===== config.mk =====
export PLATFORM = sky130hd
export DESIGN_NAME = sliding_window_packet_sender
export DESIGN_NICKNAME = d
export VERILOG_FILES = /design/src/sv/swp_pkg.sv /design/src/sv/sliding_window_packet_sender.sv /design/src/sv/swp_front.sv /design/src/sv/swp_queue.sv /design/src/sv/swp_back.sv
export SDC_FILE = /design/constraint.sdc
export NUM_CORES = 2
export LEC_CHECK = 0
export BUFFER_PORTS_ARGS = -buffer_cell sky130_fd_sc_hd__buf_4
export CAP_MARGIN = 25
export CORE_MARGIN = 4
export CORE_UTILIZATION = 43
export DETAILED_ROUTE_END_ITERATION = 6
export PLACE_DENSITY_LB_ADDON = 0.05
export REMOVE_ABC_BUFFERS = 1
export SLEW_MARGIN = 40
export SYNTH_ARGS = -nofsm -noshare
export SYNTH_HDL_FRONTEND = slang
export SYNTH_SLANG_ARGS = --single-unit
export TNS_END_PERCENT = 10

===== constraint.sdc =====
create_clock -name clock -period 6.9 [get_ports clock]
set_input_delay 0.69 -clock clock [delete_from_list [all_inputs] [get_ports clock]]
set_output_delay 0.69 -clock clock [all_outputs]
set_load 0.01 [all_outputs]

===== src/sv/swp_pkg.sv =====
// Shared types and constants of the sliding-window packet sender.
package swp_pkg;

   localparam int STORE_PACKETS = 32;
   localparam int IDX_W         = 5;
   localparam int CNT_W         = $clog2(STORE_PACKETS + 1);
   localparam int PKT_BYTES     = 7;
   localparam int LAST_BYTE     = PKT_BYTES - 1;
   localparam int BYTE_W        = $clog2(PKT_BYTES);
   localparam int BURST_PACKETS = 9;
   localparam int BURST_W       = $clog2(BURST_PACKETS + 1);
   localparam int CHAR_W        = 16;
   localparam int ACK_W         = 8;
   localparam int ACK_IDX_W     = 6;
   localparam int DUP_DEPTH     = 37;
   localparam int DUP_W         = 2;
   // ack / 7 == (ack * 293) >> 11 for every 8-bit ack
   localparam int ACK_RECIP     = 293;
   localparam int ACK_SHIFT     = 11;
   localparam int ACK_PROD_W    = 17;
   localparam int QUEUE_DEPTH   = 2;
   localparam int QPTR_W        = $clog2(QUEUE_DEPTH);
   localparam int QCNT_W        = $clog2(QUEUE_DEPTH + 1);

   localparam logic [IDX_W-1:0] INIT_WINDOW_END_RESET = IDX_W'(3);

   typedef enum logic [1:0] {
      OP_LOAD    = 2'd0,
      OP_START   = 2'd1,
      OP_ACK     = 2'd2,
      OP_TIMEOUT = 2'd3
   } op_type;

   typedef enum logic [2:0] {
      EV_STORED       = 3'd0,
      EV_SENT         = 3'd1,
      EV_ADVANCED     = 3'd2,
      EV_DUP_REPORTED = 3'd3,
      EV_DUP_SILENT   = 3'd4,
      EV_TIMEOUT      = 3'd5,
      EV_FULL         = 3'd6,
      EV_IDLE         = 3'd7
   } ev_type;

   typedef enum logic [2:0] {
      ST_IDLE,
      ST_EXEC,
      ST_DUP,
      ST_READ,
      ST_BYTE
   } state_type;

   typedef struct packed {
      op_type                 op;
      logic [CHAR_W-1:0]      char_first;
      logic [CHAR_W-1:0]      char_second;
      logic [ACK_IDX_W-1:0]   ack_idx;
   } cmd_type;

   typedef struct packed {
      logic [7:0]       out_byte;
      logic             byte_valid;
      logic             last;
      ev_type           event_res;
      logic [IDX_W-1:0] packet_number;
   } rsp_type;

endpackage


===== src/sv/sliding_window_packet_sender.sv =====
// Top level of the sliding-window packet sender.
//
// Requests arrive on the req_ valid/ready channel: load (two characters make
// a 7-byte packet), start (send the initial window), ack and timeout. Each
// beat is decoded by the front end and held in a two-entry queue, so the
// sender takes new beats while the sequencer is still busy.
// Results leave on the rsp_ valid/ready channel through an output register;
// rsp_last marks the final result beat of each request.
// csr_wr_en/csr_wr_data write the initial window end; write it only while idle.
// From an idle sequencer, a taken request is held in the command register and
// classified in the execute state: a one-result request is answered from there,
// a duplicate ack after its counter read, a packet after its store read.
// The sequencer handles one request at a time; a sent packet takes one store read
// and seven byte beats; an in-order ack sends one packet and a start up to 9.
// The packet store has one read and one write port; the read port serves the
// per-packet read state.
// Reset clears the window, packet count, duplicate counters and the output;
// it takes effect at once with no clearing pass. A stalled receiver holds the
// output register, the sequencer waits, and the queue fills before req_ready drops.
module sliding_window_packet_sender import swp_pkg::*; (
   input  logic              clock,
   input  logic              reset,
   input  logic              csr_wr_en,
   input  logic [IDX_W-1:0]  csr_wr_data,
   input  logic              req_valid,
   output logic              req_ready,
   input  logic [1:0]        req_kind,
   input  logic [CHAR_W-1:0] req_char_first,
   input  logic [CHAR_W-1:0] req_char_second,
   input  logic [ACK_W-1:0]  req_ack_byte,
   output logic              rsp_valid,
   input  logic              rsp_ready,
   output logic [7:0]        rsp_out_byte,
   output logic              rsp_byte_valid,
   output logic              rsp_last,
   output logic [2:0]        rsp_event_res,
   output logic [IDX_W-1:0]  rsp_packet_number
);

   logic    push_valid, push_ready, pop_valid, pop_ready;
   cmd_type push_data, pop_data;
   rsp_type rsp_data;

   swp_front u_front (
      .req_valid       (req_valid),
      .req_ready       (req_ready),
      .req_kind        (req_kind),
      .req_char_first  (req_char_first),
      .req_char_second (req_char_second),
      .req_ack_byte    (req_ack_byte),
      .push_valid      (push_valid),
      .push_ready      (push_ready),
      .push_data       (push_data)
   );

   swp_queue u_queue (
      .clock      (clock),
      .reset      (reset),
      .push_valid (push_valid),
      .push_ready (push_ready),
      .push_data  (push_data),
      .pop_valid  (pop_valid),
      .pop_ready  (pop_ready),
      .pop_data   (pop_data)
   );

   swp_back u_back (
      .clock       (clock),
      .reset       (reset),
      .csr_wr_en   (csr_wr_en),
      .csr_wr_data (csr_wr_data),
      .cmd_valid   (pop_valid),
      .cmd_ready   (pop_ready),
      .cmd_data    (pop_data),
      .rsp_valid   (rsp_valid),
      .rsp_ready   (rsp_ready),
      .rsp_data    (rsp_data)
   );

   assign rsp_out_byte      = rsp_data.out_byte;
   assign rsp_byte_valid    = rsp_data.byte_valid;
   assign rsp_last          = rsp_data.last;
   assign rsp_event_res     = rsp_data.event_res;
   assign rsp_packet_number = rsp_data.packet_number;

endmodule


===== src/sv/swp_front.sv =====
// Front end: takes request beats, decodes the kind and turns the ack byte into a packet index.
module swp_front import swp_pkg::*; (
   input  logic              req_valid,
   output logic              req_ready,
   input  logic [1:0]        req_kind,
   input  logic [CHAR_W-1:0] req_char_first,
   input  logic [CHAR_W-1:0] req_char_second,
   input  logic [ACK_W-1:0]  req_ack_byte,
   output logic              push_valid,
   input  logic              push_ready,
   output cmd_type           push_data
);

   logic [ACK_PROD_W-1:0] ack_prod;

   // divide by seven through the reciprocal
   assign ack_prod = ACK_PROD_W'(req_ack_byte) * ACK_PROD_W'(ACK_RECIP);

   assign req_ready              = push_ready;
   assign push_valid             = req_valid;
   assign push_data.op           = op_type'(req_kind);
   assign push_data.char_first   = req_char_first;
   assign push_data.char_second  = req_char_second;
   assign push_data.ack_idx      = ACK_IDX_W'(ack_prod >> ACK_SHIFT);

endmodule


===== src/sv/swp_queue.sv =====
// Short command queue between the front end and the sequencer.
module swp_queue import swp_pkg::*; (
   input  logic    clock,
   input  logic    reset,
   input  logic    push_valid,
   output logic    push_ready,
   input  cmd_type push_data,
   output logic    pop_valid,
   input  logic    pop_ready,
   output cmd_type pop_data
);

   cmd_type           entry_ff [QUEUE_DEPTH];
   logic [QPTR_W-1:0] wr_ptr_ff, wr_ptr_in;
   logic [QPTR_W-1:0] rd_ptr_ff, rd_ptr_in;
   logic [QCNT_W-1:0] cnt_ff, cnt_in;
   logic              push, pop;

   assign push_ready = cnt_ff != QCNT_W'(QUEUE_DEPTH);
   assign pop_valid  = cnt_ff != '0;
   assign pop_data   = entry_ff[rd_ptr_ff];
   assign push       = push_valid && push_ready;
   assign pop        = pop_valid && pop_ready;

   always_comb begin
      wr_ptr_in = wr_ptr_ff;
      rd_ptr_in = rd_ptr_ff;
      cnt_in    = cnt_ff;
      if (push) begin
         wr_ptr_in = (wr_ptr_ff == QPTR_W'(QUEUE_DEPTH - 1)) ? '0 : wr_ptr_ff + 1'b1;
      end
      if (pop) begin
         rd_ptr_in = (rd_ptr_ff == QPTR_W'(QUEUE_DEPTH - 1)) ? '0 : rd_ptr_ff + 1'b1;
      end
      if (push && !pop) begin
         cnt_in = cnt_ff + 1'b1;
      end else if (pop && !push) begin
         cnt_in = cnt_ff - 1'b1;
      end
   end

   always_ff @(posedge clock) begin
      if (reset) begin
         wr_ptr_ff <= '0;
         rd_ptr_ff <= '0;
         cnt_ff    <= '0;
      end else begin
         wr_ptr_ff <= wr_ptr_in;
         rd_ptr_ff <= rd_ptr_in;
         cnt_ff    <= cnt_in;
      end
   end

   always_ff @(posedge clock) begin
      if (push) begin
         entry_ff[wr_ptr_ff] <= push_data;
      end
   end

endmodule


===== src/sv/swp_back.sv =====
// Sequencer: holds the window state and packet store, and plays out result beats.
module swp_back import swp_pkg::*; (
   input  logic             clock,
   input  logic             reset,
   input  logic             csr_wr_en,
   input  logic [IDX_W-1:0] csr_wr_data,
   input  logic             cmd_valid,
   output logic             cmd_ready,
   input  cmd_type          cmd_data,
   output logic             rsp_valid,
   input  logic             rsp_ready,
   output rsp_type          rsp_data
);

   logic [IDX_W-1:0]     init_end_ff;
   state_type            state_ff, state_in;
   cmd_type              cmd_ff, cmd_in;
   logic [CNT_W-1:0]     count_ff, count_in;
   logic [IDX_W-1:0]     ws_ff, ws_in;
   logic [IDX_W-1:0]     we_ff, we_in;
   logic                 sending_ff, sending_in;
   logic [IDX_W-1:0]     cur_ff, cur_in;
   logic [IDX_W-1:0]     hi_ff, hi_in;
   logic [BURST_W-1:0]   done_ff, done_in;
   logic [BYTE_W-1:0]    byte_ff, byte_in;
   ev_type               ev_ff, ev_in;
   logic [DUP_DEPTH-1:0] dup_vld_ff, dup_vld_in;
   logic                 rsp_valid_ff, rsp_valid_in;
   rsp_type              rsp_ff, rsp_in;

   logic [2*CHAR_W-1:0]  store_mem [STORE_PACKETS];
   logic [2*CHAR_W-1:0]  store_rd_ff;
   logic                 store_we, store_rd_en;
   logic [DUP_W-1:0]     dup_mem [DUP_DEPTH];
   logic [DUP_W-1:0]     dup_rd_ff;
   logic                 dup_we, dup_rd_en;

   logic                 out_free, full, ack_hit, more;
   logic [IDX_W-1:0]     final_idx, start_hi, ws_next, we_next;
   logic [IDX_W:0]       ws_inc, we_inc, final_x;
   logic [DUP_W-1:0]     dup_before, dup_next;
   logic [CHAR_W:0]      sum_raw;
   logic [CHAR_W-1:0]    csum;
   logic [7:0]           seq_byte, pkt_byte;
   logic                 ex_send, ex_dup;
   ev_type               ex_ev;
   logic [IDX_W-1:0]     ex_pn;

   assign out_free   = !rsp_valid_ff || rsp_ready;
   assign final_idx  = (count_ff == '0) ? '0 : IDX_W'(count_ff - 1'b1);
   assign full       = count_ff >= CNT_W'(STORE_PACKETS);
   assign start_hi   = (init_end_ff < final_idx) ? init_end_ff : final_idx;
   assign final_x    = {1'b0, final_idx};
   assign ws_inc     = {1'b0, ws_ff} + 1'b1;
   assign we_inc     = {1'b0, we_ff} + 1'b1;
   // clamp both window edges at the final packet
   assign ws_next    = (ws_inc > final_x) ? final_idx : ws_inc[IDX_W-1:0];
   assign we_next    = (we_inc > final_x) ? final_idx : we_inc[IDX_W-1:0];
   assign ack_hit    = cmd_ff.ack_idx == ACK_IDX_W'(ws_ff);
   assign dup_before = dup_vld_ff[cmd_ff.ack_idx] ? dup_rd_ff : '0;
   assign dup_next   = (dup_before == '1) ? dup_before : dup_before + 1'b1;
   assign more       = (cur_ff < hi_ff) &&
                       (BURST_W'(done_ff + 1'b1) < BURST_W'(BURST_PACKETS));

   // end-around carry checksum is rebuilt from the stored characters; the sequence byte is the packet index times seven
   assign sum_raw  = {1'b0, store_rd_ff[2*CHAR_W-1:CHAR_W]} + {1'b0, store_rd_ff[CHAR_W-1:0]};
   assign csum     = sum_raw[CHAR_W-1:0] + CHAR_W'(sum_raw[CHAR_W]);
   assign seq_byte = 8'({3'b000, cur_ff} * 8'(PKT_BYTES));

   always_comb begin
      case (byte_ff)
         3'd0:    pkt_byte = store_rd_ff[31:24];
         3'd1:    pkt_byte = store_rd_ff[23:16];
         3'd2:    pkt_byte = store_rd_ff[15:8];
         3'd3:    pkt_byte = store_rd_ff[7:0];
         3'd4:    pkt_byte = csum[15:8];
         3'd5:    pkt_byte = csum[7:0];
         3'd6:    pkt_byte = seq_byte;
         default: pkt_byte = '0;
      endcase
   end

   // classify the held command against the current window
   always_comb begin
      ex_send   = 1'b0;
      ex_dup    = 1'b0;
      ex_ev     = EV_IDLE;
      ex_pn     = '0;
      case (cmd_ff.op)
         OP_LOAD: begin
            if (full) begin
               ex_ev = EV_FULL;
            end else begin
               ex_ev = EV_STORED;
               ex_pn = count_ff[IDX_W-1:0];
            end
         end
         OP_START: begin
            if (!sending_ff && count_ff != '0 && ws_ff < init_end_ff && ws_ff <= start_hi) begin
               ex_send = 1'b1;
            end
         end
         OP_ACK: begin
            if (sending_ff) begin
               if (ack_hit) begin
                  ex_send = 1'b1;
               end else begin
                  ex_dup = 1'b1;
               end
            end
         end
         OP_TIMEOUT: begin
            if (sending_ff) begin
               ex_ev = EV_TIMEOUT;
               ex_pn = ws_ff;
            end
         end
         default: begin
            ex_ev = EV_IDLE;
         end
      endcase
   end

   always_comb begin
      state_in = state_ff;
      case (state_ff)
         ST_IDLE: begin
            if (cmd_valid) begin
               state_in = ST_EXEC;
            end
         end
         ST_EXEC: begin
            if (ex_send) begin
               state_in = ST_READ;
            end else if (ex_dup) begin
               state_in = ST_DUP;
            end else if (out_free) begin
               state_in = ST_IDLE;
            end
         end
         ST_DUP: begin
            if (out_free) begin
               state_in = ST_IDLE;
            end
         end
         ST_READ: begin
            state_in = ST_BYTE;
         end
         ST_BYTE: begin
            if (out_free && byte_ff == BYTE_W'(LAST_BYTE)) begin
               state_in = more ? ST_READ : ST_IDLE;
            end
         end
         default: begin
            state_in = ST_IDLE;
         end
      endcase
   end

   always_comb begin
      cmd_ready    = 1'b0;
      cmd_in       = cmd_ff;
      count_in     = count_ff;
      ws_in        = ws_ff;
      we_in        = we_ff;
      sending_in   = sending_ff;
      cur_in       = cur_ff;
      hi_in        = hi_ff;
      done_in      = done_ff;
      byte_in      = byte_ff;
      ev_in        = ev_ff;
      dup_vld_in   = dup_vld_ff;
      store_we     = 1'b0;
      store_rd_en  = 1'b0;
      dup_we       = 1'b0;
      dup_rd_en    = 1'b0;
      rsp_valid_in = rsp_valid_ff && !rsp_ready;
      rsp_in       = rsp_ff;
      case (state_ff)
         ST_IDLE: begin
            cmd_ready = 1'b1;
            if (cmd_valid) begin
               cmd_in = cmd_data;
            end
         end
         ST_EXEC: begin
            if (ex_send) begin
               done_in = '0;
               if (cmd_ff.op == OP_START) begin
                  we_in      = init_end_ff;
                  sending_in = 1'b1;
                  cur_in     = ws_ff;
                  hi_in      = start_hi;
                  ev_in      = EV_SENT;
               end else begin
                  ws_in      = ws_next;
                  we_in      = we_next;
                  sending_in = ws_next < we_next;
                  cur_in     = we_next;
                  hi_in      = we_next;
                  ev_in      = EV_ADVANCED;
               end
            end else if (ex_dup) begin
               dup_rd_en = 1'b1;
            end else if (out_free) begin
               rsp_valid_in         = 1'b1;
               rsp_in.out_byte      = '0;
               rsp_in.byte_valid    = 1'b0;
               rsp_in.last          = 1'b1;
               rsp_in.event_res     = ex_ev;
               rsp_in.packet_number = ex_pn;
               if (cmd_ff.op == OP_LOAD && !full) begin
                  store_we = 1'b1;
                  count_in = count_ff + 1'b1;
               end
               // start copies the window end even when it finds nothing to send, unless already sending
               if (cmd_ff.op == OP_START && !sending_ff) begin
                  we_in = init_end_ff;
                  if (count_ff != '0 && ws_ff < init_end_ff) begin
                     sending_in = 1'b1;
                  end
               end
            end
         end
         ST_DUP: begin
            if (out_free) begin
               rsp_valid_in         = 1'b1;
               rsp_in.out_byte      = '0;
               rsp_in.byte_valid    = 1'b0;
               rsp_in.last          = 1'b1;
               rsp_in.event_res     = (dup_before == DUP_W'(1)) ? EV_DUP_REPORTED : EV_DUP_SILENT;
               rsp_in.packet_number = cmd_ff.ack_idx[IDX_W-1:0];
               dup_we                       = 1'b1;
               dup_vld_in[cmd_ff.ack_idx]   = 1'b1;
            end
         end
         ST_READ: begin
            store_rd_en = 1'b1;
            byte_in     = '0;
         end
         ST_BYTE: begin
            if (out_free) begin
               rsp_valid_in         = 1'b1;
               rsp_in.out_byte      = pkt_byte;
               rsp_in.byte_valid    = 1'b1;
               rsp_in.last          = (byte_ff == BYTE_W'(LAST_BYTE)) && !more;
               rsp_in.event_res     = ev_ff;
               rsp_in.packet_number = cur_ff;
               if (byte_ff == BYTE_W'(LAST_BYTE)) begin
                  if (more) begin
                     cur_in  = cur_ff + 1'b1;
                     done_in = done_ff + 1'b1;
                  end
               end else begin
                  byte_in = byte_ff + 1'b1;
               end
            end
         end
         default: begin
            cmd_ready = 1'b0;
         end
      endcase
   end

   always_ff @(posedge clock) begin
      if (reset) begin
         init_end_ff  <= INIT_WINDOW_END_RESET;
         state_ff     <= ST_IDLE;
         count_ff     <= '0;
         ws_ff        <= '0;
         we_ff        <= INIT_WINDOW_END_RESET;
         sending_ff   <= 1'b0;
         dup_vld_ff   <= '0;
         rsp_valid_ff <= 1'b0;
      end else begin
         if (csr_wr_en) begin
            init_end_ff <= csr_wr_data;
         end
         state_ff     <= state_in;
         count_ff     <= count_in;
         ws_ff        <= ws_in;
         we_ff        <= we_in;
         sending_ff   <= sending_in;
         dup_vld_ff   <= dup_vld_in;
         rsp_valid_ff <= rsp_valid_in;
      end
   end

   always_ff @(posedge clock) begin
      cmd_ff  <= cmd_in;
      cur_ff  <= cur_in;
      hi_ff   <= hi_in;
      done_ff <= done_in;
      byte_ff <= byte_in;
      ev_ff   <= ev_in;
      rsp_ff  <= rsp_in;
   end

   always_ff @(posedge clock) begin
      if (store_we) begin
         store_mem[count_ff[IDX_W-1:0]] <= {cmd_ff.char_first, cmd_ff.char_second};
      end
      if (store_rd_en) begin
         store_rd_ff <= store_mem[cur_ff];
      end
   end

   always_ff @(posedge clock) begin
      if (dup_we) begin
         dup_mem[cmd_ff.ack_idx] <= dup_next;
      end
      if (dup_rd_en) begin
         dup_rd_ff <= dup_mem[cmd_ff.ack_idx];
      end
   end

   assign rsp_valid = rsp_valid_ff;
   assign rsp_data  = rsp_ff;

   a_sending_has_packets: assert property (@(posedge clock) disable iff (reset)
      sending_ff |-> count_ff != '0)
      else $error("sending with an empty packet store");

   a_start_inside_store: assert property (@(posedge clock) disable iff (reset)
      count_ff != '0 |-> ws_ff <= final_idx)
      else $error("window start beyond the final packet");

   a_byte_in_range: assert property (@(posedge clock) disable iff (reset)
      state_ff == ST_BYTE |-> byte_ff <= BYTE_W'(LAST_BYTE))
      else $error("byte counter ran past the packet");

   a_send_reads_stored: assert property (@(posedge clock) disable iff (reset)
      state_ff == ST_READ |-> {1'b0, cur_ff} < count_ff)
      else $error("packet read beyond the stored packets");

endmodule

==> summary.txt <==
Floorplan
  • Die Area: approximately 130000 sq um
  • Chip Height: 366 um
  • Num ports: a little over 70
  • Die X: between 300 and 400 um
  • Area of the core: around 130000 sq um
  • Rows: 130
  • Initial Util: 0.435

Clock tree
  • CTS tree: done
  • H-tree depth: 4
  • Post-CTS Setup Bufs: 0
  • Post_cts resized: 0
  • Deepest clock path buffer count: 3
  • Clock latency on the worst-skew pair: ~0.76 ns
  • Worst-path clk slew: around 0.06 ns
  • Clock sink count: around 1400
  • CTS root buf: clkbuf_16
  • Hold buffer count at cts: 0
  • Num CTS Buffers: ~150

Finish
  • Area delta synth->final: 14.2%
  • Cell Count, Final, Fillers Out: around 4800
  • Layout cells sized above 1: 0.266
  • Post-route design area: 62800 sq um
  • Final net count: about 3200

Critical path
  • Crit Path Category: flip-flop to flip-flop
  • Slowest cell on the critical path: or3_1
  • CP peak stage delay: 0.61 ns
  • Worst EP arrival: approximately 6.7 ns
  • CP top delay family: simple AND/OR/NAND/NOR gates
  • Max Fanout on Critical Path: 32
  • Crit path cell chain: or3_1 > nor3b_2 > nor2_1 > inv_1 > ha_1 > o31a_1 > o21a_1 > o21ai_1 > nand2b_1 > a21oi_2 > mux2i_1 > ha_1 > and3_1 > and3_1 > a31oi_1 > o32ai_1 > nand2_1 > and4_1 > nand2_1 > buf_4 > nor2_4 > buf_4
  • CP Data Required Time: ~7.3 ns
  • WP buf/inv: 3
  • Worst setup SP type: flip-flop
  • Critical Path End Type: flip-flop

Timing
  • RSZ-0062 raised after global routing: false
  • Clk_skew: about 0.026 ns
  • Worst-margin pin slew: about 0.89 ns
  • Max Freq: 159 MHz
  • Post-route clock period utilization: 0.909
  • Setup TNS: 0 ns
  • Final setup violating endpoints: 0
  • Fin worst setup slack: 0.629 ns
  • Max-slew violation count: 0
  • Crit path time final: between 6 and 7 ns
  • Rel. slew slack: 0.402
  • Hold Violations, Final: 0

Logic synthesis
  • Total number of yosys warnings: 0
  • Post-synthesis sequential area ratio: 0.728
  • Synth Register Bits: between 1000 and 1500
  • Synth area leader: edfxtp_1
  • Most common cell in the netlist: edfxtp_1
  • Synth unique cells: 78
  • Synth async-reset ratio: 0
  • Synth Cell Area: about 55000 sq um
  • Main area contributors after synthesis: edfxtp_1 (70%), mux4_2 (13%), ha_1 (2.5%), dfxtp_1 (2.4%), mux2_2 (1.6%)
  • Post-synth EDFFs: between 1000 and 1500
  • Top_reg_cell synth: edfxtp_1
  • Commonest cells post-synth: edfxtp_1 (1289), mux4_2 (324), nor2_1 (173), ha_1 (112), clkbuf_1 (98)
  • Mapped Cells: between 2000 and 3000
  • Synth top area share: 0.703
  • Syn Area/Cell: 19.6 sq um

Drt
  • Vias per cell: 5.88
  • Total wire length: between 150000 and 200000 um
  • Post-route antenna net violation count: 0
  • Total number of vias: 28000
  • DRT iter0 DRCs: around 3100
  • Drt first pass iters: 6
  • WL per Instance: 32.0 um
  • # DRC: 0

Placement
  • Total placed cells including tap cells: approximately 4500
  • Setup Slack @ Placement: 0.647 ns
  • Post-DP Area: ~58000 sq um
  • Hpwl dp: 100000 um
  • PortBufs: 71
  • RD Place Congestion: slightly above 0.9

Pwr
  • Overall Power: between 20 and 25 mW
  • P_leak: ~20 nW
  • VDD IR max: roughly 0.27 mV
  • Power per cell area: about 330 nW/um^2

Global routing
  • Initial antenna violation count: 13
  • Vias in the first global route: around 28000
  • Largest net degree at the start of global routing: around 130
  • Global Route Usage Sum: 0.227
  • Total grt overflow: 0
  • First-pass GRT wire length: between 200000 and 250000 um

Run
  • Max-cap violations: 0

Run status
  • Outcome: finished clean

Min path
  • Hold Path Class: primary input to flip-flop
## worst reg2reg max path, delay by kind of cell (launching register included)
| kind | cells | cell delay [ns] |
|---|---|---|
| AO/OA/AOI/OAI | 6 | 1.05 |
| adder cells (fa/ha/maj) | 2 | 0.52 |
| buffers and inverters | 3 | 0.89 |
| flip-flops | 1 | 0.31 |
| multiplexers | 1 | 0.31 |
| AND/OR/NAND/NOR | 10 | 2.82 |
## metal layers
| metal | up-vias | part of all wire | GRT usage |
|---|---|---|---|
| met5 | - | 0 | 0 |
| met4 | 0 | 0.029 | 0.0668 |
| met3 | 206 | 0.069 | 0.0377 |
| met2 | 1050 | 0.46 | 0.352 |
| met1 | 14900 | 0.44 | 0.334 |
| li1 | 11900 | - | - |
## where the power goes
group	switching (mW)	total [mW]	internal [mW]
sequential	0.191	10.4	10.2
clock	3.17	7.46	4.29
combinational	2.38	3.11	0.735
total	5.74	21.0	15.3
## sequential cells by signal, indices dropped and copies added (netlist names), 3 cells and up
| name | cells |
|---|---|
| u_back.dup_mem | 74 |
| u_back.done_ff | 4 |
| u_queue.entry_ff | 80 |
| u_back.cur_ff | 5 |
| u_back.store_mem | 1024 |
| u_back.count_ff | 6 |
| u_back.rsp_data | 18 |
| u_back.cmd_ff | 40 |
| u_back.ws_ff | 5 |
| u_back.init_end_ff | 5 |
| u_back.store_rd_ff | 32 |
| u_back.hi_ff | 5 |
| u_back.state_ff | 3 |
| u_back.dup_vld_ff | 37 |
| u_back.byte_ff | 3 |
| u_back.we_ff | 5 |
## area by class of cell
class	count	area (sq um)
fillers	10200	63600
flip-flops and latches	1356	40100
multi-input cells	1251	14500
clock buffers	188	3930
well taps	1650	2060
repair buffers	170	1400
clock inverters	76	634
inverters	66	251
diodes	3	7.51
## layout by cell type (no fill, tap or decap), drive strengths merged, types with 6 or more instances in the layout
cell      count
o22ai        10
mux2i        21
or2           7
a31oi        12
a22oi        41
a21o         11
and3         11
mux4        324
and2          9
buf         170
nand2b       10
o21ai        40
xnor2        35
nand2        64
clkinv       60
nor3b         6
a21oi        42
a211oi        9
nor2        173
nor3         12
inv          69
nand3        21
ha          112
dfxtp        67
clkbuf      188
fa           11
o211ai        9
a221oi       10
a222oi       10
nor2b        20
o31ai         7
edfxtp     1289
bufinv        7
mux2         83
or3           9
xor2         19
clkinvlp      6
o21a         33
nand4        17
## logic make-up after synthesis
family | after synthesis | share of synthesized area
flip-flops | 1356 | 0.728
AO/OA/AOI/OAI | 277 | 0.0356
buffers and inverters | 199 | 0.0137
XOR/XNOR | 54 | 0.00860
adder cells (fa/ha/maj) | 123 | 0.0295
multiplexers | 428 | 0.153
AND/OR/NAND/NOR | 369 | 0.0314
## metrics by stage
stage | util | hold WS (ns)
final | 0.497 | 0.112
after global routing | 0.497 | 0.0735
after CTS | 0.497 | 0.0444
after detailed placement | 0.461 | 0.455
after global placement | 0.460 | 0.441
after floorplan | - | 0.433
## final timing paths
path | start | to | slack (ns) | depth (start not counted)
worst max-delay path | u_back.count_ff[2] | u_back.store_mem[25][0] | 0.63 | 22
worst min-delay path | req_kind[0] | u_queue.entry_ff[0][38] | 0.11 | 1
worst max register to register | u_back.count_ff[2] | u_back.store_mem[25][0] | 0.63 | 22
worst min register to register | u_back.dup_vld_ff[1] | u_back.dup_vld_ff[1] | 0.47 | 1
Note: power is estimated with default switching activity, not from simulation.
